## src/rtl/core/i2a_pkg.sv

```systemverilog
// Shared types, constants and helpers of the integer-to-ASCII formatter.
package i2a_pkg;

   localparam int VALUE_BITS      = 32;
   localparam int RADIX_BITS      = 5;
   localparam int WIDTH_BITS      = 7;
   localparam int FLAG_BITS       = 5;
   localparam int CHAR_BITS       = 7;
   localparam int COUNT_BITS      = 7;
   localparam int DIGIT_BITS      = 4;

   localparam int DIGIT_SLOTS_DEF = 32;
   localparam int MAX_WIDTH_DEF   = 64;
   localparam int CHAR_LIMIT      = 64;

   // Long division: quotient bits retired per cycle and division steps per digit.
   localparam int BITS_PER_STEP   = 8;
   localparam int STEPS_PER_DIGIT = VALUE_BITS / BITS_PER_STEP;
   localparam int STEP_CNT_BITS   = $clog2(STEPS_PER_DIGIT);

   localparam int QUEUE_DEPTH     = 2;

   // Flag bit positions.
   localparam int FLAG_LEFT       = 0;
   localparam int FLAG_PLUS       = 1;
   localparam int FLAG_ZERO       = 2;
   localparam int FLAG_SIGNED     = 3;
   localparam int FLAG_CAPS       = 4;

   localparam logic [RADIX_BITS-1:0] RADIX_DEFAULT = 5'd10;
   localparam logic [RADIX_BITS-1:0] RADIX_MAX     = 5'd16;

   localparam logic [CHAR_BITS-1:0] ASCII_SPACE = 7'h20;
   localparam logic [CHAR_BITS-1:0] ASCII_ZERO  = 7'h30;
   localparam logic [CHAR_BITS-1:0] ASCII_PLUS  = 7'h2B;
   localparam logic [CHAR_BITS-1:0] ASCII_MINUS = 7'h2D;
   localparam logic [CHAR_BITS-1:0] ASCII_UPPER = 7'h41;
   localparam logic [CHAR_BITS-1:0] ASCII_LOWER = 7'h61;

   typedef enum logic [1:0] {
      PAD_LEAD_SPACE,
      PAD_ZERO_FILL,
      PAD_TRAIL_SPACE
   } pad_mode_type;

   typedef enum logic [1:0] {
      FRONT_IDLE,
      FRONT_DIV,
      FRONT_PUSH
   } front_state_type;

   typedef enum logic {
      BACK_IDLE,
      BACK_EMIT
   } back_state_type;

   typedef enum logic [2:0] {
      PHASE_LEAD,
      PHASE_SIGN,
      PHASE_ZERO,
      PHASE_DIGIT,
      PHASE_TRAIL
   } phase_type;

   // Classified number, handed from the front to the back (digits travel apart).
   typedef struct packed {
      logic [CHAR_BITS-1:0]  sign_char;
      logic                  has_sign;
      logic [COUNT_BITS-1:0] digit_count;
      logic [COUNT_BITS-1:0] pad_count;
      pad_mode_type          pad_mode;
      logic                  caps;
   } desc_type;

   function automatic logic [CHAR_BITS-1:0] digit_char(input logic [DIGIT_BITS-1:0] d,
                                                       input logic caps);
      logic [CHAR_BITS-1:0] base;
      base = caps ? ASCII_UPPER : ASCII_LOWER;
      if (d < 4'd10) begin
         digit_char = ASCII_ZERO + CHAR_BITS'(d);
      end else begin
         digit_char = base + CHAR_BITS'(d - 4'd10);
      end
   endfunction

endpackage

```

## src/rtl/core/i2a_queue.sv

```systemverilog
// Short descriptor queue between the front and the back.
module i2a_queue #(
   parameter int WIDTH = 8,
   parameter int DEPTH = i2a_pkg::QUEUE_DEPTH
) (
   input  logic             clock,
   input  logic             reset,
   input  logic             push,
   input  logic [WIDTH-1:0] push_data,
   output logic             full,
   input  logic             pop,
   output logic [WIDTH-1:0] pop_data,
   output logic             empty
);

   localparam int PTR_BITS = (DEPTH > 1) ? $clog2(DEPTH) : 1;
   localparam int CNT_BITS = $clog2(DEPTH + 1);

   logic [WIDTH-1:0]    entry_ff [DEPTH];
   logic [PTR_BITS-1:0] wr_ptr_ff, wr_ptr_in;
   logic [PTR_BITS-1:0] rd_ptr_ff, rd_ptr_in;
   logic [CNT_BITS-1:0] count_ff, count_in;
   logic                do_push, do_pop;

   assign full     = (count_ff == CNT_BITS'(DEPTH));
   assign empty    = (count_ff == '0);
   assign do_push  = push && !full;
   assign do_pop   = pop && !empty;
   assign pop_data = entry_ff[rd_ptr_ff];

   always_comb begin
      wr_ptr_in = wr_ptr_ff;
      rd_ptr_in = rd_ptr_ff;
      count_in  = count_ff;
      if (do_push) begin
         wr_ptr_in = (wr_ptr_ff == PTR_BITS'(DEPTH - 1)) ? '0 : wr_ptr_ff + 1'b1;
      end
      if (do_pop) begin
         rd_ptr_in = (rd_ptr_ff == PTR_BITS'(DEPTH - 1)) ? '0 : rd_ptr_ff + 1'b1;
      end
      if (do_push && !do_pop) begin
         count_in = count_ff + 1'b1;
      end else if (do_pop && !do_push) begin
         count_in = count_ff - 1'b1;
      end
   end

   always_ff @(posedge clock) begin
      if (reset) begin
         wr_ptr_ff <= '0;
         rd_ptr_ff <= '0;
         count_ff  <= '0;
      end else begin
         wr_ptr_ff <= wr_ptr_in;
         rd_ptr_ff <= rd_ptr_in;
         count_ff  <= count_in;
      end
   end

   always_ff @(posedge clock) begin
      if (do_push) begin
         entry_ff[wr_ptr_ff] <= push_data;
      end
   end

endmodule

```

## src/rtl/core/i2a_front.sv

```systemverilog
// Front end: accepts a number, classifies sign and padding, extracts the digits.
module i2a_front #(
   parameter int DIGIT_SLOTS = i2a_pkg::DIGIT_SLOTS_DEF,
   parameter int MAX_WIDTH   = i2a_pkg::MAX_WIDTH_DEF
) (
   input  logic                                  clock,
   input  logic                                  reset,
   input  logic                                  req_push,
   output logic                                  req_full,
   input  logic [i2a_pkg::VALUE_BITS-1:0]        req_value,
   input  logic [i2a_pkg::RADIX_BITS-1:0]        req_radix,
   input  logic [i2a_pkg::WIDTH_BITS-1:0]        req_field_width,
   input  logic [i2a_pkg::FLAG_BITS-1:0]         req_format_flags,
   output logic                                  q_push,
   output i2a_pkg::desc_type                     q_desc,
   output logic [DIGIT_SLOTS*i2a_pkg::DIGIT_BITS-1:0] q_digits,
   input  logic                                  q_full
);

   localparam int VB = i2a_pkg::VALUE_BITS;
   localparam int DB = i2a_pkg::DIGIT_BITS;
   localparam int SB = DIGIT_SLOTS * DB;
   localparam int BP = i2a_pkg::BITS_PER_STEP;

   i2a_pkg::front_state_type state_ff, state_in;

   logic [VB-1:0]                        work_ff, work_in;
   logic [DB-1:0]                        rem_ff, rem_in;
   logic [i2a_pkg::RADIX_BITS-1:0]       radix_ff, radix_in;
   logic [i2a_pkg::STEP_CNT_BITS-1:0]    step_ff, step_in;
   logic [i2a_pkg::COUNT_BITS-1:0]       cnt_ff, cnt_in;
   logic [SB-1:0]                        digits_ff, digits_in;
   logic [i2a_pkg::WIDTH_BITS-1:0]       width_ff, width_in;
   logic                                 has_sign_ff, has_sign_in;
   logic [i2a_pkg::CHAR_BITS-1:0]        sign_char_ff, sign_char_in;
   i2a_pkg::pad_mode_type                mode_ff, mode_in;
   logic                                 caps_ff, caps_in;

   logic [DB:0]                          rem_v;
   logic [BP-1:0]                        quot_v;
   logic                                 negative;
   logic [i2a_pkg::COUNT_BITS-1:0]       len;

   // One division cycle: retire BP quotient bits of the working word.
   always_comb begin
      rem_v  = {1'b0, rem_ff};
      quot_v = '0;
      for (int i = 0; i < BP; i++) begin
         rem_v = {rem_v[DB-1:0], work_ff[VB-1-i]};
         if (rem_v >= radix_ff) begin
            rem_v         = rem_v - radix_ff;
            quot_v[BP-1-i] = 1'b1;
         end
      end
   end

   assign len = cnt_ff + i2a_pkg::COUNT_BITS'(has_sign_ff);

   always_comb begin
      q_desc.sign_char   = sign_char_ff;
      q_desc.has_sign    = has_sign_ff;
      q_desc.digit_count = cnt_ff;
      q_desc.pad_count   = (width_ff > len) ? width_ff - len : '0;
      q_desc.pad_mode    = mode_ff;
      q_desc.caps        = caps_ff;
   end
   assign q_digits = digits_ff;

   always_comb begin
      state_in     = state_ff;
      work_in      = work_ff;
      rem_in       = rem_ff;
      radix_in     = radix_ff;
      step_in      = step_ff;
      cnt_in       = cnt_ff;
      digits_in    = digits_ff;
      width_in     = width_ff;
      has_sign_in  = has_sign_ff;
      sign_char_in = sign_char_ff;
      mode_in      = mode_ff;
      caps_in      = caps_ff;
      req_full     = 1'b1;
      q_push       = 1'b0;
      negative     = req_format_flags[i2a_pkg::FLAG_SIGNED] && req_value[VB-1];

      case (state_ff)
         i2a_pkg::FRONT_IDLE: begin
            req_full = 1'b0;
            if (req_push) begin
               if (req_radix inside {[5'd0:5'd1]}) begin
                  radix_in = i2a_pkg::RADIX_DEFAULT;
               end else if (req_radix > i2a_pkg::RADIX_MAX) begin
                  radix_in = i2a_pkg::RADIX_MAX;
               end else begin
                  radix_in = req_radix;
               end
               width_in = (req_field_width > i2a_pkg::WIDTH_BITS'(MAX_WIDTH))
                          ? i2a_pkg::WIDTH_BITS'(MAX_WIDTH) : req_field_width;
               has_sign_in  = negative || req_format_flags[i2a_pkg::FLAG_PLUS];
               sign_char_in = negative ? i2a_pkg::ASCII_MINUS : i2a_pkg::ASCII_PLUS;
               work_in      = negative ? (VB'(0) - req_value) : req_value;
               if (req_format_flags[i2a_pkg::FLAG_LEFT]) begin
                  mode_in = i2a_pkg::PAD_TRAIL_SPACE;
               end else if (req_format_flags[i2a_pkg::FLAG_ZERO]) begin
                  mode_in = i2a_pkg::PAD_ZERO_FILL;
               end else begin
                  mode_in = i2a_pkg::PAD_LEAD_SPACE;
               end
               caps_in  = req_format_flags[i2a_pkg::FLAG_CAPS];
               rem_in   = '0;
               step_in  = '0;
               cnt_in   = '0;
               state_in = i2a_pkg::FRONT_DIV;
            end
         end
         i2a_pkg::FRONT_DIV: begin
            work_in = {work_ff[VB-BP-1:0], quot_v};
            rem_in  = rem_v[DB-1:0];
            step_in = step_ff + 1'b1;
            if (step_ff == i2a_pkg::STEP_CNT_BITS'(i2a_pkg::STEPS_PER_DIGIT - 1)) begin
               // Remainder is the next digit; insert at the top, oldest slides down.
               digits_in = {rem_v[DB-1:0], digits_ff[SB-1:DB]};
               cnt_in    = cnt_ff + 1'b1;
               rem_in    = '0;
               if (work_in == '0 || cnt_in == i2a_pkg::COUNT_BITS'(DIGIT_SLOTS)) begin
                  state_in = i2a_pkg::FRONT_PUSH;
               end
            end
         end
         i2a_pkg::FRONT_PUSH: begin
            if (!q_full) begin
               q_push   = 1'b1;
               state_in = i2a_pkg::FRONT_IDLE;
            end
         end
         default: begin
            state_in = i2a_pkg::FRONT_IDLE;
         end
      endcase
   end

   always_ff @(posedge clock) begin
      if (reset) begin
         state_ff <= i2a_pkg::FRONT_IDLE;
      end else begin
         state_ff <= state_in;
      end
   end

   always_ff @(posedge clock) begin
      work_ff      <= work_in;
      rem_ff       <= rem_in;
      radix_ff     <= radix_in;
      step_ff      <= step_in;
      cnt_ff       <= cnt_in;
      digits_ff    <= digits_in;
      width_ff     <= width_in;
      has_sign_ff  <= has_sign_in;
      sign_char_ff <= sign_char_in;
      mode_ff      <= mode_in;
      caps_ff      <= caps_in;
   end

endmodule

```

## src/rtl/core/i2a_back.sv

```systemverilog
// Back end: emits padding, sign and digits of a classified number, one character per beat.
module i2a_back #(
   parameter int DIGIT_SLOTS = i2a_pkg::DIGIT_SLOTS_DEF
) (
   input  logic                                  clock,
   input  logic                                  reset,
   input  logic                                  q_empty,
   input  i2a_pkg::desc_type                     q_desc,
   input  logic [DIGIT_SLOTS*i2a_pkg::DIGIT_BITS-1:0] q_digits,
   output logic                                  q_pop,
   output logic                                  rsp_empty,
   input  logic                                  rsp_pop,
   output logic [i2a_pkg::CHAR_BITS-1:0]         rsp_character,
   output logic                                  rsp_last,
   output logic [i2a_pkg::COUNT_BITS-1:0]        rsp_emitted_count
);

   localparam int DB = i2a_pkg::DIGIT_BITS;
   localparam int SB = DIGIT_SLOTS * DB;
   localparam int CB = i2a_pkg::COUNT_BITS;

   i2a_pkg::back_state_type state_ff, state_in;
   i2a_pkg::phase_type      phase;

   logic [CB-1:0]                 pad_ff, pad_in;
   logic [CB-1:0]                 dig_ff, dig_in;
   logic [CB-1:0]                 total_ff, total_in;
   logic [CB-1:0]                 count_ff, count_in;
   logic                          sign_ff, sign_in;
   logic [i2a_pkg::CHAR_BITS-1:0] sign_char_ff, sign_char_in;
   i2a_pkg::pad_mode_type         mode_ff, mode_in;
   logic                          caps_ff, caps_in;
   logic [SB-1:0]                 digits_ff, digits_in;

   logic                          out_valid_ff, out_valid_in;
   logic [i2a_pkg::CHAR_BITS-1:0] out_char_ff, out_char_in;
   logic                          out_last_ff, out_last_in;
   logic [CB-1:0]                 out_count_ff, out_count_in;
   logic                          advance;

   assign rsp_empty         = !out_valid_ff;
   assign rsp_character     = out_char_ff;
   assign rsp_last          = out_last_ff;
   assign rsp_emitted_count = out_count_ff;
   assign advance           = !out_valid_ff || rsp_pop;

   // Pick what goes out next from what is left of each part of the field.
   always_comb begin
      if (mode_ff == i2a_pkg::PAD_LEAD_SPACE && pad_ff != '0) begin
         phase = i2a_pkg::PHASE_LEAD;
      end else if (sign_ff) begin
         phase = i2a_pkg::PHASE_SIGN;
      end else if (mode_ff == i2a_pkg::PAD_ZERO_FILL && pad_ff != '0) begin
         phase = i2a_pkg::PHASE_ZERO;
      end else if (dig_ff != '0) begin
         phase = i2a_pkg::PHASE_DIGIT;
      end else begin
         phase = i2a_pkg::PHASE_TRAIL;
      end
   end

   always_comb begin
      state_in     = state_ff;
      pad_in       = pad_ff;
      dig_in       = dig_ff;
      total_in     = total_ff;
      count_in     = count_ff;
      sign_in      = sign_ff;
      sign_char_in = sign_char_ff;
      mode_in      = mode_ff;
      caps_in      = caps_ff;
      digits_in    = digits_ff;
      out_valid_in = out_valid_ff && !rsp_pop;
      out_char_in  = out_char_ff;
      out_last_in  = out_last_ff;
      out_count_in = out_count_ff;
      q_pop        = 1'b0;

      case (state_ff)
         i2a_pkg::BACK_IDLE: begin
            if (!q_empty) begin
               q_pop        = 1'b1;
               pad_in       = q_desc.pad_count;
               dig_in       = q_desc.digit_count;
               sign_in      = q_desc.has_sign;
               sign_char_in = q_desc.sign_char;
               mode_in      = q_desc.pad_mode;
               caps_in      = q_desc.caps;
               digits_in    = q_digits;
               total_in     = q_desc.pad_count + q_desc.digit_count
                              + CB'(q_desc.has_sign);
               count_in     = '0;
               state_in     = i2a_pkg::BACK_EMIT;
            end
         end
         i2a_pkg::BACK_EMIT: begin
            if (advance) begin
               out_valid_in = 1'b1;
               count_in     = count_ff + 1'b1;
               out_count_in = count_in;
               out_last_in  = (count_in == total_ff);
               case (phase)
                  i2a_pkg::PHASE_LEAD,
                  i2a_pkg::PHASE_TRAIL: begin
                     out_char_in = i2a_pkg::ASCII_SPACE;
                     pad_in      = pad_ff - 1'b1;
                  end
                  i2a_pkg::PHASE_ZERO: begin
                     out_char_in = i2a_pkg::ASCII_ZERO;
                     pad_in      = pad_ff - 1'b1;
                  end
                  i2a_pkg::PHASE_SIGN: begin
                     out_char_in = sign_char_ff;
                     sign_in     = 1'b0;
                  end
                  i2a_pkg::PHASE_DIGIT: begin
                     out_char_in = i2a_pkg::digit_char(digits_ff[SB-1 -: DB], caps_ff);
                     dig_in      = dig_ff - 1'b1;
                     digits_in   = {digits_ff[SB-DB-1:0], DB'(0)};
                  end
                  default: begin
                     out_char_in = i2a_pkg::ASCII_SPACE;
                  end
               endcase
               if (out_last_in) begin
                  state_in = i2a_pkg::BACK_IDLE;
               end
            end
         end
         default: begin
            state_in = i2a_pkg::BACK_IDLE;
         end
      endcase
   end

   always_ff @(posedge clock) begin
      if (reset) begin
         state_ff     <= i2a_pkg::BACK_IDLE;
         out_valid_ff <= 1'b0;
      end else begin
         state_ff     <= state_in;
         out_valid_ff <= out_valid_in;
      end
   end

   always_ff @(posedge clock) begin
      pad_ff       <= pad_in;
      dig_ff       <= dig_in;
      total_ff     <= total_in;
      count_ff     <= count_in;
      sign_ff      <= sign_in;
      sign_char_ff <= sign_char_in;
      mode_ff      <= mode_in;
      caps_ff      <= caps_in;
      digits_ff    <= digits_in;
      out_char_ff  <= out_char_in;
      out_last_ff  <= out_last_in;
      out_count_ff <= out_count_in;
   end

endmodule

```

## src/rtl/core/integer_to_ascii_formatter.sv

```systemverilog
// Top level of the integer-to-ASCII formatter: front, descriptor queue, back.
//
// Usage: push a 32-bit value with radix, field width and flags on the req_
// side while req_full is low. The formatted text comes out on the rsp_ side,
// one ASCII character per beat, most significant first, with rsp_last set on
// the final beat of a number and rsp_emitted_count counting beats from 1.
// The front divides the value by the radix with a shared long-division unit
// that retires 8 quotient bits per cycle; each digit is the remainder of one
// full division of the working value. The back fetches a descriptor and
// then emits one character per cycle while the receiver keeps popping. A
// two-entry queue lets the front extract the next number while the back is
// still emitting the previous one. The first character reaches the rsp_
// ports after the division steps, the push into the queue, the descriptor
// fetch and the output register. Reset empties the queue and the output
// register and returns both halves to idle. When the receiver holds off
// pop, the current character stays on the rsp_ ports, the back waits, and
// once the queue fills req_full stays high.
module integer_to_ascii_formatter #(
   parameter int DIGIT_SLOTS = i2a_pkg::DIGIT_SLOTS_DEF,
   parameter int MAX_WIDTH   = i2a_pkg::MAX_WIDTH_DEF
) (
   input  logic                               clock,
   input  logic                               reset,
   input  logic                               req_push,
   output logic                               req_full,
   input  logic [i2a_pkg::VALUE_BITS-1:0]     req_value,
   input  logic [i2a_pkg::RADIX_BITS-1:0]     req_radix,
   input  logic [i2a_pkg::WIDTH_BITS-1:0]     req_field_width,
   input  logic [i2a_pkg::FLAG_BITS-1:0]      req_format_flags,
   output logic                               rsp_empty,
   input  logic                               rsp_pop,
   output logic [i2a_pkg::CHAR_BITS-1:0]      rsp_character,
   output logic                               rsp_last,
   output logic [i2a_pkg::COUNT_BITS-1:0]     rsp_emitted_count
);

   localparam int SB = DIGIT_SLOTS * i2a_pkg::DIGIT_BITS;
   localparam int DW = $bits(i2a_pkg::desc_type);

   logic              q_push, q_full, q_pop, q_empty;
   i2a_pkg::desc_type front_desc, back_desc;
   logic [SB-1:0]     front_digits, back_digits;
   logic [DW+SB-1:0]  q_out;

   i2a_front #(
      .DIGIT_SLOTS (DIGIT_SLOTS),
      .MAX_WIDTH   (MAX_WIDTH)
   ) u_front (
      .clock            (clock),
      .reset            (reset),
      .req_push         (req_push),
      .req_full         (req_full),
      .req_value        (req_value),
      .req_radix        (req_radix),
      .req_field_width  (req_field_width),
      .req_format_flags (req_format_flags),
      .q_push           (q_push),
      .q_desc           (front_desc),
      .q_digits         (front_digits),
      .q_full           (q_full)
   );

   i2a_queue #(
      .WIDTH (DW + SB),
      .DEPTH (i2a_pkg::QUEUE_DEPTH)
   ) u_queue (
      .clock     (clock),
      .reset     (reset),
      .push      (q_push),
      .push_data ({front_desc, front_digits}),
      .full      (q_full),
      .pop       (q_pop),
      .pop_data  (q_out),
      .empty     (q_empty)
   );

   assign back_desc   = q_out[DW+SB-1:SB];
   assign back_digits = q_out[SB-1:0];

   i2a_back #(
      .DIGIT_SLOTS (DIGIT_SLOTS)
   ) u_back (
      .clock             (clock),
      .reset             (reset),
      .q_empty           (q_empty),
      .q_desc            (back_desc),
      .q_digits          (back_digits),
      .q_pop             (q_pop),
      .rsp_empty         (rsp_empty),
      .rsp_pop           (rsp_pop),
      .rsp_character     (rsp_character),
      .rsp_last          (rsp_last),
      .rsp_emitted_count (rsp_emitted_count)
   );

   a_push_has_room: assert property (@(posedge clock) disable iff (reset)
      q_push |-> !q_full)
      else $error("front pushed into a full queue");

   a_pop_has_data: assert property (@(posedge clock) disable iff (reset)
      q_pop |-> !q_empty)
      else $error("back took a descriptor from an empty queue");

   a_count_range: assert property (@(posedge clock) disable iff (reset)
      !rsp_empty |-> (rsp_emitted_count != '0 &&
                      rsp_emitted_count <= i2a_pkg::COUNT_BITS'(i2a_pkg::CHAR_LIMIT)))
      else $error("character count out of range");

   a_count_restart: assert property (@(posedge clock) disable iff (reset)
      (!rsp_empty && rsp_pop && rsp_last) ##1 !rsp_empty
         |-> rsp_emitted_count == i2a_pkg::COUNT_BITS'(1))
      else $error("new number did not restart the character count");

endmodule
```

## config.mk

```make
export PLATFORM = sky130hd
export DESIGN_NAME = integer_to_ascii_formatter
export DESIGN_NICKNAME = d
export VERILOG_FILES = /design/src/rtl/core/i2a_pkg.sv /design/src/rtl/core/i2a_queue.sv /design/src/rtl/core/i2a_front.sv /design/src/rtl/core/i2a_back.sv /design/src/rtl/core/integer_to_ascii_formatter.sv
export SDC_FILE = /design/constraint.sdc
export NUM_CORES = 1
export LEC_CHECK = 0
export BUFFER_PORTS_ARGS = -buffer_cell sky130_fd_sc_hd__clkbuf_2
export CAP_MARGIN = 10
export CORE_MARGIN = 10
export CORE_UTILIZATION = 50
export DETAILED_ROUTE_END_ITERATION = 10
export GPL_TIMING_DRIVEN = 0
export PLACE_DENSITY = 0.71
export SLEW_MARGIN = 20
export SYNTH_ARGS = -nofsm -noshare
export SYNTH_HDL_FRONTEND = slang
export SYNTH_HIERARCHICAL = 1
export SYNTH_SLANG_ARGS = --single-unit
```

## constraint.sdc

```tcl
create_clock -name clock -period 10.2 [get_ports clock]
set_input_delay 3.06 -clock clock [delete_from_list [all_inputs] [get_ports clock]]
set_output_delay 3.06 -clock clock [all_outputs]
set_load 0.01 [all_outputs]
```

---- Word-level counts from Yosys, hierarchy flattened ----
Memories as Yosys holds them, arrays and structs flattened. A register that Yosys moved wholly into a read port is not among the register bits.
Index checks and enable logic that the tools add are counted.
storage, ports and cells
  RAM bits ................................ 306
  input bits .............................. 53
  register bits after elaboration ......... 386
  memories ................................ 1
cells by class
  mux-type cells .......................... 80
  bitwise logic cells ..................... 2
  magnitude comparators ................... 14
  add/subtract/negate cells ............... 25
  equality and inequality tests ........... 20
  reduce and logical (&&, ||, !) cells .... 40
memory list
  name              depth  bits a word  read ports  clocked after Yosys merged registers in  wr ports  RTL line         text
  u_queue.entry_ff  2      153          1           1                                        1         i2a_queue.sv:19  logic [WIDTH-1:0] entry_ff [DEPTH];
operators with widths
  operator                                            count
  two-way mux 128 bit                                 3
  case mux 128 bit (2 select lines)                   1
  two-way mux 7 bit                                   12
  two-way mux 32 bit                                  2
  case mux 32 bit (2 select lines)                    1
  case mux 7 bit (2 select lines)                     4
  >= comparator 5 bit                                 8
  two-way mux 4 bit                                   10
  zero test 32 bit                                    1
  subtractor 1 x 32 -> 32 bit (first input constant)  1
  subtractor 4 bit                                    8
  two-way mux 1 bit                                   27
  case mux 7 bit (3 select lines)                     1
  two-way mux 3 bit                                   5
  adder 7 x 1 -> 7 bit                                2
  adder 7 x 1 -> 7 bit (second input constant)        2
  adder 7 bit                                         2
  two-way mux 2 bit                                   7
  != test 2 bit (second input constant)               7
  nonzero test 7 bit                                  2
  subtractor 7 x 1 -> 7 bit (second input constant)   2
  AND reduction 2 bit                                 6
  AND reduction 3 bit                                 4
  logical AND 1 bit                                   9
  35 further kinds                                    54

---- Logic depth before layout (Yosys ltp) ----
Gate-level depths: netlist of the first run.
  word-level depth ........................ 21
  mapped depth ............................ 51
  mapped depth without buffers ............ 51

---- Modules after synthesis ----
The synthesis of the first run kept the hierarchy.
modules (own cells, without submodules)
  module     cells each  times used  area an instance (um^2)
  i2a_queue  501         1           11533.6
  i2a_front  751         1           9566.7
  i2a_back   517         1           8294.2

---- Worst setup path after synthesis of the first run ----
OpenSTA, ideal clock, no wires.
  kind .................................... register -> register
  start ................................... register u_front/radix_ff[1] in the netlist's numbering
  end ..................................... register u_front.rem_ff[1] (data pin)
  setup slack ............................. -0.532 ns
  clock period less this slack ............ 10.732 ns
  path buffers ............................ 0
  required time ........................... 9.934 ns
  cell stages (with the launch flop) ...... 49
  setup time .............................. 0.266 ns
  arrival ................................. 10.465 ns
  path through ............................ edfxtp_1 inv_1 ha_1 nand2_1 o21ai_0 a31o_2 mux2_1 ha_1 a21o_1 a31oi_1 o21ai_0 mux2_2 ha_1 nand2_1 o21ai_1 nand2_1 o21a_1 ha_1 [... 13 more ...] a31oi_1 o21ai_1 a21oi_1 a21boi_0 inv_1 ha_1 a21oi_1 nand2_1 a211o_1 inv_1 mux2_2 inv_1 ha_1 a21o_1 a31oi_1 o21a_1 mux2_2 nor3b_1
on the way
  cells in the longest elaborated chain, start to end .. 18
  elaborated cells on any way between the ends .. 26
ends and longest elaborated chain
  what                                                            RTL line                          text
  start, declared                                                 i2a_front.sv:29                   logic [i2a_pkg::RADIX_BITS-1:0] radix_ff, radix_in;
  start signal, assigned                                          i2a_front.sv:153                  radix_ff <= radix_in;
  subtractor 4 bit / >= comparator 5 bit (equally long branches)  i2a_front.sv:51, i2a_front.sv:50
  two-way mux 4 bit                                               i2a_front.sv:50                   if (rem_v >= radix_ff) begin
  subtractor 4 bit / >= comparator 5 bit (equally long branches)  i2a_front.sv:51, i2a_front.sv:50
  two-way mux 4 bit                                               i2a_front.sv:50
  subtractor 4 bit / >= comparator 5 bit (equally long branches)  i2a_front.sv:51, i2a_front.sv:50
  two-way mux 4 bit                                               i2a_front.sv:50
  >= comparator 5 bit / subtractor 4 bit (equally long branches)  i2a_front.sv:50, i2a_front.sv:51
  two-way mux 4 bit                                               i2a_front.sv:50
  [... 3 more ...]                                                -
  two-way mux 4 bit                                               i2a_front.sv:50
  >= comparator 5 bit / subtractor 4 bit (equally long branches)  i2a_front.sv:50, i2a_front.sv:51
  two-way mux 4 bit                                               i2a_front.sv:50
  subtractor 4 bit / >= comparator 5 bit (equally long branches)  i2a_front.sv:51, i2a_front.sv:50
  two-way mux 4 bit *                                             i2a_front.sv:50
  named net u_front.rem_v[1]                                      i2a_front.sv:39                   logic [DB:0] rem_v;
  two-way mux 4 bit *                                             i2a_front.sv:120                  if (step_ff == i2a_pkg::STEP_CNT_BITS'(i2a_pkg::STEPS_PER_DIGIT - 1)) begin
  case mux 4 bit (2 select lines) *                               i2a_front.sv:86                   case (state_ff)
  end signal, assigned                                            i2a_front.sv:152                  rem_ff <= rem_in;
  end, declared                                                   i2a_front.sv:28                   logic [DB-1:0] rem_ff, rem_in;
The timed path passes the listed nets; every way through them passes the cells marked *.
A chain may end at the register's enable or synchronous reset.

---- Worst setup path in the final report of the first run ----
  start ................................... register u_front.rem_ff[0]
  end ..................................... register u_front.rem_ff[1] (data pin)
on the way
  cells in the longest elaborated chain, start to end .. 18
  elaborated cells on any way between the ends .. 26
ends and longest elaborated chain
  what                                                            RTL line
  subtractor 4 bit / >= comparator 5 bit (equally long branches)  i2a_front.sv:51, i2a_front.sv:50
  two-way mux 4 bit *                                             i2a_front.sv:50
  subtractor 4 bit / >= comparator 5 bit (equally long branches)  i2a_front.sv:51, i2a_front.sv:50
  two-way mux 4 bit *                                             i2a_front.sv:50
  subtractor 4 bit / >= comparator 5 bit (equally long branches)  i2a_front.sv:51, i2a_front.sv:50
  two-way mux 4 bit *                                             i2a_front.sv:50
  >= comparator 5 bit / subtractor 4 bit (equally long branches)  i2a_front.sv:50, i2a_front.sv:51
  two-way mux 4 bit *                                             i2a_front.sv:50
  [... 3 more ...]                                                -
  two-way mux 4 bit *                                             i2a_front.sv:50
  >= comparator 5 bit / subtractor 4 bit (equally long branches)  i2a_front.sv:50, i2a_front.sv:51
  two-way mux 4 bit *                                             i2a_front.sv:50
  subtractor 4 bit / >= comparator 5 bit (equally long branches)  i2a_front.sv:51, i2a_front.sv:50
  two-way mux 4 bit *                                             i2a_front.sv:50
  named net u_front.rem_v[1]                                      i2a_front.sv:39
  two-way mux 4 bit *                                             i2a_front.sv:120
  case mux 4 bit (2 select lines) *                               i2a_front.sv:86
Marks and branches as above.

==> results of run 1 <==
==> routing by layer <==
layer,wire (um),track usage [%],vias up
li1,-,-,7128
met1,24300,20.1,7615
met2,25900,24.6,334
met3,2470,2.95,90
met4,1410,5.72,0
met5,0,0,-
==> Yosys cell counts, types with 9 or more instances <==
cell type  instances
a21o_1            17
buf_6              9
nor3_1            15
mux2_4            70
o21ai_0           44
dfxtp_1            9
fa_1              11
xnor2_1           44
clkbuf_1          17
nor4_1            10
mux2_2           189
mux2_1            28
nor2_1            78
nand2_1           72
ha_1              68
and2_1            11
a21oi_1           62
buf_2             25
nand2b_1          10
o21ai_1           20
nand3_1           13
nor2b_1           21
xor2_1            43
inv_1             73
edfxtp_1         679
a31oi_1           10
==> per-stage QoR <==
step / instances / utilization, % / TNS (ns) / worst slack (ns)
2_1_floorplan: 1772 / - / 0 / 0.0266
3_3_place_gp: 2606 / 53.1 / -19.42 / -1.97
3_5_place_dp: 2617 / 53.6 / -21.46 / -2.12
4_1_cts: 2765 / 58.1 / 0 / 0.00849
5_1_grt: 2793 / 59.0 / -0.417 / -0.116
6_report: 2793 / 59.0 / 0 / 0.267
==> cell type report <==
| class | count | area share (%) |
|---|---|---|
| sequential | 688 | 60.2 |
| multi-input combinational | 948 | 25.6 |
| clock buffer | 90 | 5.53 |
| timing repair buffer | 128 | 2.84 |
| tap | 765 | 2.80 |
| clock inverter | 38 | 1.07 |
| buffer | 62 | 1.05 |
| inverter | 74 | 0.882 |
==> final timing paths <==
check	from	cells past startpoint	endpoint
worst max-delay path	u_front/rem_ff[0]$_SDFFCE_PP0P_	47	u_front/rem_ff[1]$_SDFFCE_PP0P_
worst min-delay path	u_front/q_digits[3]$_DFFE_PP_	0	u_queue/entry_ff[1][3]$_DFFE_PP_
worst max register to register	u_front/rem_ff[0]$_SDFFCE_PP0P_	47	u_front/rem_ff[1]$_SDFFCE_PP0P_
worst min register to register	u_front/q_digits[3]$_DFFE_PP_	0	u_queue/entry_ff[1][3]$_DFFE_PP_
==> state kept, by name (all words and copies together), names as in the netlist, 2 cells and up, named ones only <==
signal                    flops
u_front/q_digits            128
u_back/digits_ff            128
u_back/rsp_character          7
u_back/sign_char_ff           7
u_front/cnt_ff                7
u_front/rem_ff                4
u_front/work_ff              32
u_back/dig_ff                 7
u_back/pad_ff                 7
u_front/state_ff              2
u_queue/entry_ff            306
u_front/radix_ff              5
u_front/mode_ff               2
u_queue/count_ff              2
u_front/width_ff              7
u_front/step_ff               2
u_back/rsp_emitted_count      7
u_back/total_ff               7
u_back/count_ff               7
u_front/sign_char_ff          2
u_back/mode_ff                2
==> cell families (layout without fill, tap and decap cells) <==
group                    after synthesis  in the layout  synth area share, %
AO/OA/AOI/OAI                        209            209                 4.47
flip-flops                           688            688                 70.0
buffers and inverters                136            392                 2.16
multiplexers                         290            290                 12.0
adder cells (fa/ha/maj)               79             79                 3.64
AND/OR/NAND/NOR                      275            275                 4.92
other                                  2              5               0.0255
XOR/XNOR                              90             90                 2.80
==> timing repair <==
action                                  CTS  global route
buffers inserted                         20            28
pin swaps                                14            31
hold buffers                              0             0
gates resized for setup                  48            57
endpoints found under the setup margin   12            11
==> results.py, run 1 <==
metrics = {
    "run_status": {
        "run_status": "complete, no violations",
    },
    "layout": {
        "mostFrequentLayoutCell": "edfxtp_1",
        "area_growth_pct": 16.3,
        "multi_input_area_sq_um": 8760,
        "drive_above_1_share_pct": 31.3,
        "diodes": 0,
        "nets": 2105,
        "fill_cells": 4324,
        "mostFrequentLayoutCells": "edfxtp_1, mux2_2, nor2_1, mux2_4, clkbuf_16",
        "final_design_area_no_fill_sq_um": 34200,
        "seq_area_sq_um": 20600,
    },
    "detailed_routing": {
        "dr.pass1.iters": 5,
        "drc": 0,
        "wl_per_cell_um": 19.4,
        "routed_wl_mm": 54.1,
        "first_iter_violations": 1103,
        "vias": 15167,
        "via_per_inst": 5.43,
        "drt.antenna.violating_nets": 0,
    },
    "critical_path": {
        "worst-setup-path-type": "flip-flop to flip-flop",
        "rrSetupSlack_ns": 0.27,
        "worst_path_most_repeated_cell": "ha_4",
        "critPathMaxStageDelay_ns": 0.54,
        "cp.arrival_ns": 10.26,
        "cp.required_ns": 10.53,
        "slowest_stage": "fa_1",
        "crit_path_end_kind": "flip-flop",
        "crit_buf_inv": 5,
        "cp_top_family": "compound AO/OA/AOI/OAI gates",
        "startpoint_type": "flip-flop",
        "cp_max_fo": 6,
    },
    "timing": {
        "drv_slew": 0,
        "grt_setup_unrepaired": "yes",
        "tightest_slew_ns": 0.980,
        "finalCriticalPeriod_ns": 9.93,
        "slew_headroom_pct": 34.6,
        "period_share_pct": 97.4,
        "hold_viol": 0,
        "setup_violations": 0,
        "fin_skew_ns": 0.0229,
        "holdWs_ns": 0.447,
        "maxClockFrequency_mhz": 101,
    },
    "floorplanning": {
        "die_y_um": 262,
        "num_rows": 88,
        "die-area_sq_um": 68900,
        "io_pins": 70,
        "start_util_pct": 50.8,
        "coreArea_sq_um": 57900,
        "dieWidth_um": 262,
    },
    "synthesis": {
        "yosysTopAreaCell": "edfxtp_1",
        "ys_seq_area_share_pct": 70.0,
        "synth_cell_types": 86,
        "synth_warnings": 6,
        "synthCells": 1769,
        "syn_area_per_cell_sq_um": 16.6,
        "synth_edf_count": 679,
        "synthArstFlopShare_pct": 0,
        "ys_ff_latch": 688,
        "synth_top_area_share_pct": 69.4,
        "ys_top_cells_by_area": "edfxtp_1, mux2_2, mux2_4",
        "syn_area_sq_um": 29400,
        "synth-main-ff-cell": "edfxtp_1",
    },
    "global_routing": {
        "grt_max_degree": 92,
        "grt_pass1_vias": 15567,
        "grt_first_pass_wirelength_mm": 84.7,
        "antenna_found_initial": 3,
        "grt_usage_pct": 15.2,
        "overflow": 0,
    },
    "clock_tree": {
        "clkTransAtPathRegs_ns": 0.06,
        "insertion_delay_ns": 0.60,
        "cts_buffers": 71,
        "cts.sinks": 688,
        "htreeDepth": 3,
        "cts_tree": "done",
        "clk_path_buf_depth": 3,
        "root_buffer": "clkbuf_16",
    },
    "placement": {
        "portBuffers": 69,
        "finalWeightedCongestion": 0.852,
        "place_area_sq_um": 31000,
        "place_hpwl_mm": 33.9,
    },
    "min_path": {
        "hold_path.class": "flip-flop to flip-flop",
    },
    "flow_run": {
        "cap_violations": 0,
    },
}
Power of run 1 is not shown: default switching activity piles up to over one toggle a cycle in this logic, so the estimate is an artifact.
==> inputs of run 2 (changes only) <==
--- a/config.mk
+++ b/config.mk
@@ -12,7 +12,7 @@
 export DETAILED_ROUTE_END_ITERATION = 10
 export GPL_TIMING_DRIVEN = 0
 export PLACE_DENSITY = 0.71
-export SLEW_MARGIN = 20
+export REMOVE_ABC_BUFFERS = 1
 export SYNTH_ARGS = -nofsm -noshare
 export SYNTH_HDL_FRONTEND = slang
 export SYNTH_HIERARCHICAL = 1
==> run 2 against run 1 <==
Compared with the run above: non-clock buffer count fell by 56; fmax fell by 1.5%; critical endpoint unchanged; clock-buffer cell count fell by 2; highest routed layer unchanged; die area did not move; worst hold slack got worse by 0.0024 ns; largest cell class unchanged; via count fell by 2.4%; worst setup slack got worse by 0.15 ns; flip-flop and latch count did not move; clock skew rose by 0.0018 ns; cell count fell by 2.2%; sequential share of layout area rose by 0.67 points; critical path depth rose by 1.
==> results.py, run 2 (synthesized netlist as in run 1, its figures left out) <==
metrics = {
    "run_status": {
        "run_status": "complete, no violations",
    },
    "clock_tree": {
        "cts.sinks": 688,
        "root_buffer": "clkbuf_16",
        "cts_tree": "done",
        "clkTransAtPathRegs_ns": 0.06,
        "insertion_delay_ns": 0.60,
        "clk_path_buf_depth": 3,
        "cts_buffers": 68,
        "htreeDepth": 3,
    },
    "detailed_routing": {
        "dr.pass1.iters": 5,
        "drt.antenna.violating_nets": 0,
        "wl_per_cell_um": 18.4,
        "via_per_inst": 5.42,
        "drc": 0,
        "first_iter_violations": 1031,
        "vias": 14801,
        "routed_wl_mm": 50.4,
    },
    "critical_path": {
        "worst_path_most_repeated_cell": "ha_4",
        "rrSetupSlack_ns": 0.12,
        "cp.arrival_ns": 10.41,
        "startpoint_type": "flip-flop",
        "crit_path_end_kind": "flip-flop",
        "cp_max_fo": 8,
        "critPathMaxStageDelay_ns": 0.52,
        "r2r_end": "u_front/rem_ff[1]$_SDFFCE_PP0P_",
        "r2r_start": "u_front/radix_ff[1]$_SDFFCE_PP1P_",
        "cp.required_ns": 10.53,
        "cp_top_family": "compound AO/OA/AOI/OAI gates",
        "r2r_cells": 48,
        "slowest_stage": "fa_1",
        "worst-setup-path-type": "flip-flop to flip-flop",
        "crit_buf_inv": 6,
    },
    "timing": {
        "slew_headroom_pct": 31.0,
        "hold_viol": 0,
        "setup_tns_ns": 0,
        "grt_setup_unrepaired": "yes",
        "drv_slew": 0,
        "setup_violations": 0,
        "setup_ws_ns": 0.118,
        "tightest_slew_ns": 1.02,
        "period_share_pct": 98.8,
        "finalCriticalPeriod_ns": 10.08,
        "maxClockFrequency_mhz": 99.2,
        "fin_skew_ns": 0.0247,
    },
    "floorplanning": {
        "start_util_pct": 50.8,
        "num_rows": 88,
        "coreArea_sq_um": 57900,
        "io_pins": 70,
        "die_y_um": 262,
        "die-area_sq_um": 68900,
        "dieWidth_um": 262,
    },
    "layout": {
        "drive_above_1_share_pct": 29.9,
        "largest_reg_flops": 306,
        "diodes": 0,
        "mostFrequentLayoutCell": "edfxtp_1",
        "mostFrequentLayoutCells": "edfxtp_1, mux2_2, nor2_1, mux2_4",
        "area_growth_pct": 15.0,
        "nets": 2046,
        "final_design_area_no_fill_sq_um": 33800,
        "largest-register": "u_queue/entry_ff",
    },
    "min_path": {
        "hold_path_depth": 0,
        "holdPathEnd": "u_queue/entry_ff[1][1]$_DFFE_PP_",
        "hold_path.class": "flip-flop to flip-flop",
        "hold_start": "u_front/q_digits[1]$_DFFE_PP_",
    },
    "placement": {
        "pre_cts_ws_ns": -2.91,
        "finalWeightedCongestion": 0.844,
        "place_area_sq_um": 30700,
        "portBuffers": 69,
        "place_hpwl_mm": 29.5,
    },
    "global_routing": {
        "grt_usage_pct": 14.1,
        "grt_max_degree": 89,
        "overflow": 0,
        "grt_first_pass_wirelength_mm": 80.2,
        "antenna_found_initial": 0,
        "grt_pass1_vias": 15431,
    },
    "flow_run": {
        "cap_violations": 0,
    },
}
## run 2: what timing repair did
| action | CTS | global route |
|---|---|---|
| hold buffers | 0 | 0 |
| setup buffers | 23 | 28 |
| endpoints found under the hold margin | 0 | 0 |
| pin swaps | 13 | 39 |
| setup endpoints to repair | 12 | 11 |
| resized for setup | 52 | 60 |
## run 2: per-layer routing
| layer | vias up | global-route usage [%] | share of wire [%] |
|---|---|---|---|
| met5 | - | 0 | 0 |
| met4 | 0 | 4.36 | 2.4 |
| met3 | 92 | 2.99 | 3.9 |
| met2 | 266 | 23.7 | 50 |
| met1 | 7429 | 17.9 | 44 |
| li1 | 7014 | - | - |
## run 2: metrics by stage
step                hold WS (ns)  utilization [%]  instances
global placement           0.422             52.4       2544
global route               0.460             58.4       2731
CTS                        0.449             57.4       2702
floorplan                  0.421                -       1710
detailed placement         0.435             53.1       2557
finish                     0.445             58.4       2731
## run 2: layout make-up
type	count	area, sq um
well taps	765	957
clock buffers	88	1800
repair buffers	134	1100
flip-flops and latches	688	20600
clock inverters	34	325
multi-input cells	948	8750
fillers	4283	24100
inverters	74	305
## run 2: worst max-delay path by stage
| stage | start | end | slack, ns | cells past startpoint |
|---|---|---|---|---|
| floorplan | u_front/radix_ff[1]$_SDFFCE_PP1P_ | u_front/rem_ff[1]$_SDFFCE_PP0P_ | -0.55 | 48 |
| global placement | u_front/radix_ff[1]$_SDFFCE_PP1P_ | u_front/rem_ff[1]$_SDFFCE_PP0P_ | -2.54 | 49 |
| detailed placement | u_front/radix_ff[1]$_SDFFCE_PP1P_ | u_front/rem_ff[1]$_SDFFCE_PP0P_ | -2.91 | 49 |
| CTS | u_front/radix_ff[1]$_SDFFCE_PP1P_ | u_front/rem_ff[1]$_SDFFCE_PP0P_ | 0.009 | 49 |
| global route | u_front/radix_ff[1]$_SDFFCE_PP1P_ | u_front/rem_ff[3]$_SDFFCE_PP0P_ | -0.28 | 49 |
| finish | u_front/radix_ff[1]$_SDFFCE_PP1P_ | u_front/rem_ff[1]$_SDFFCE_PP0P_ | 0.12 | 48 |
Power of run 2 is left out for the same reason.
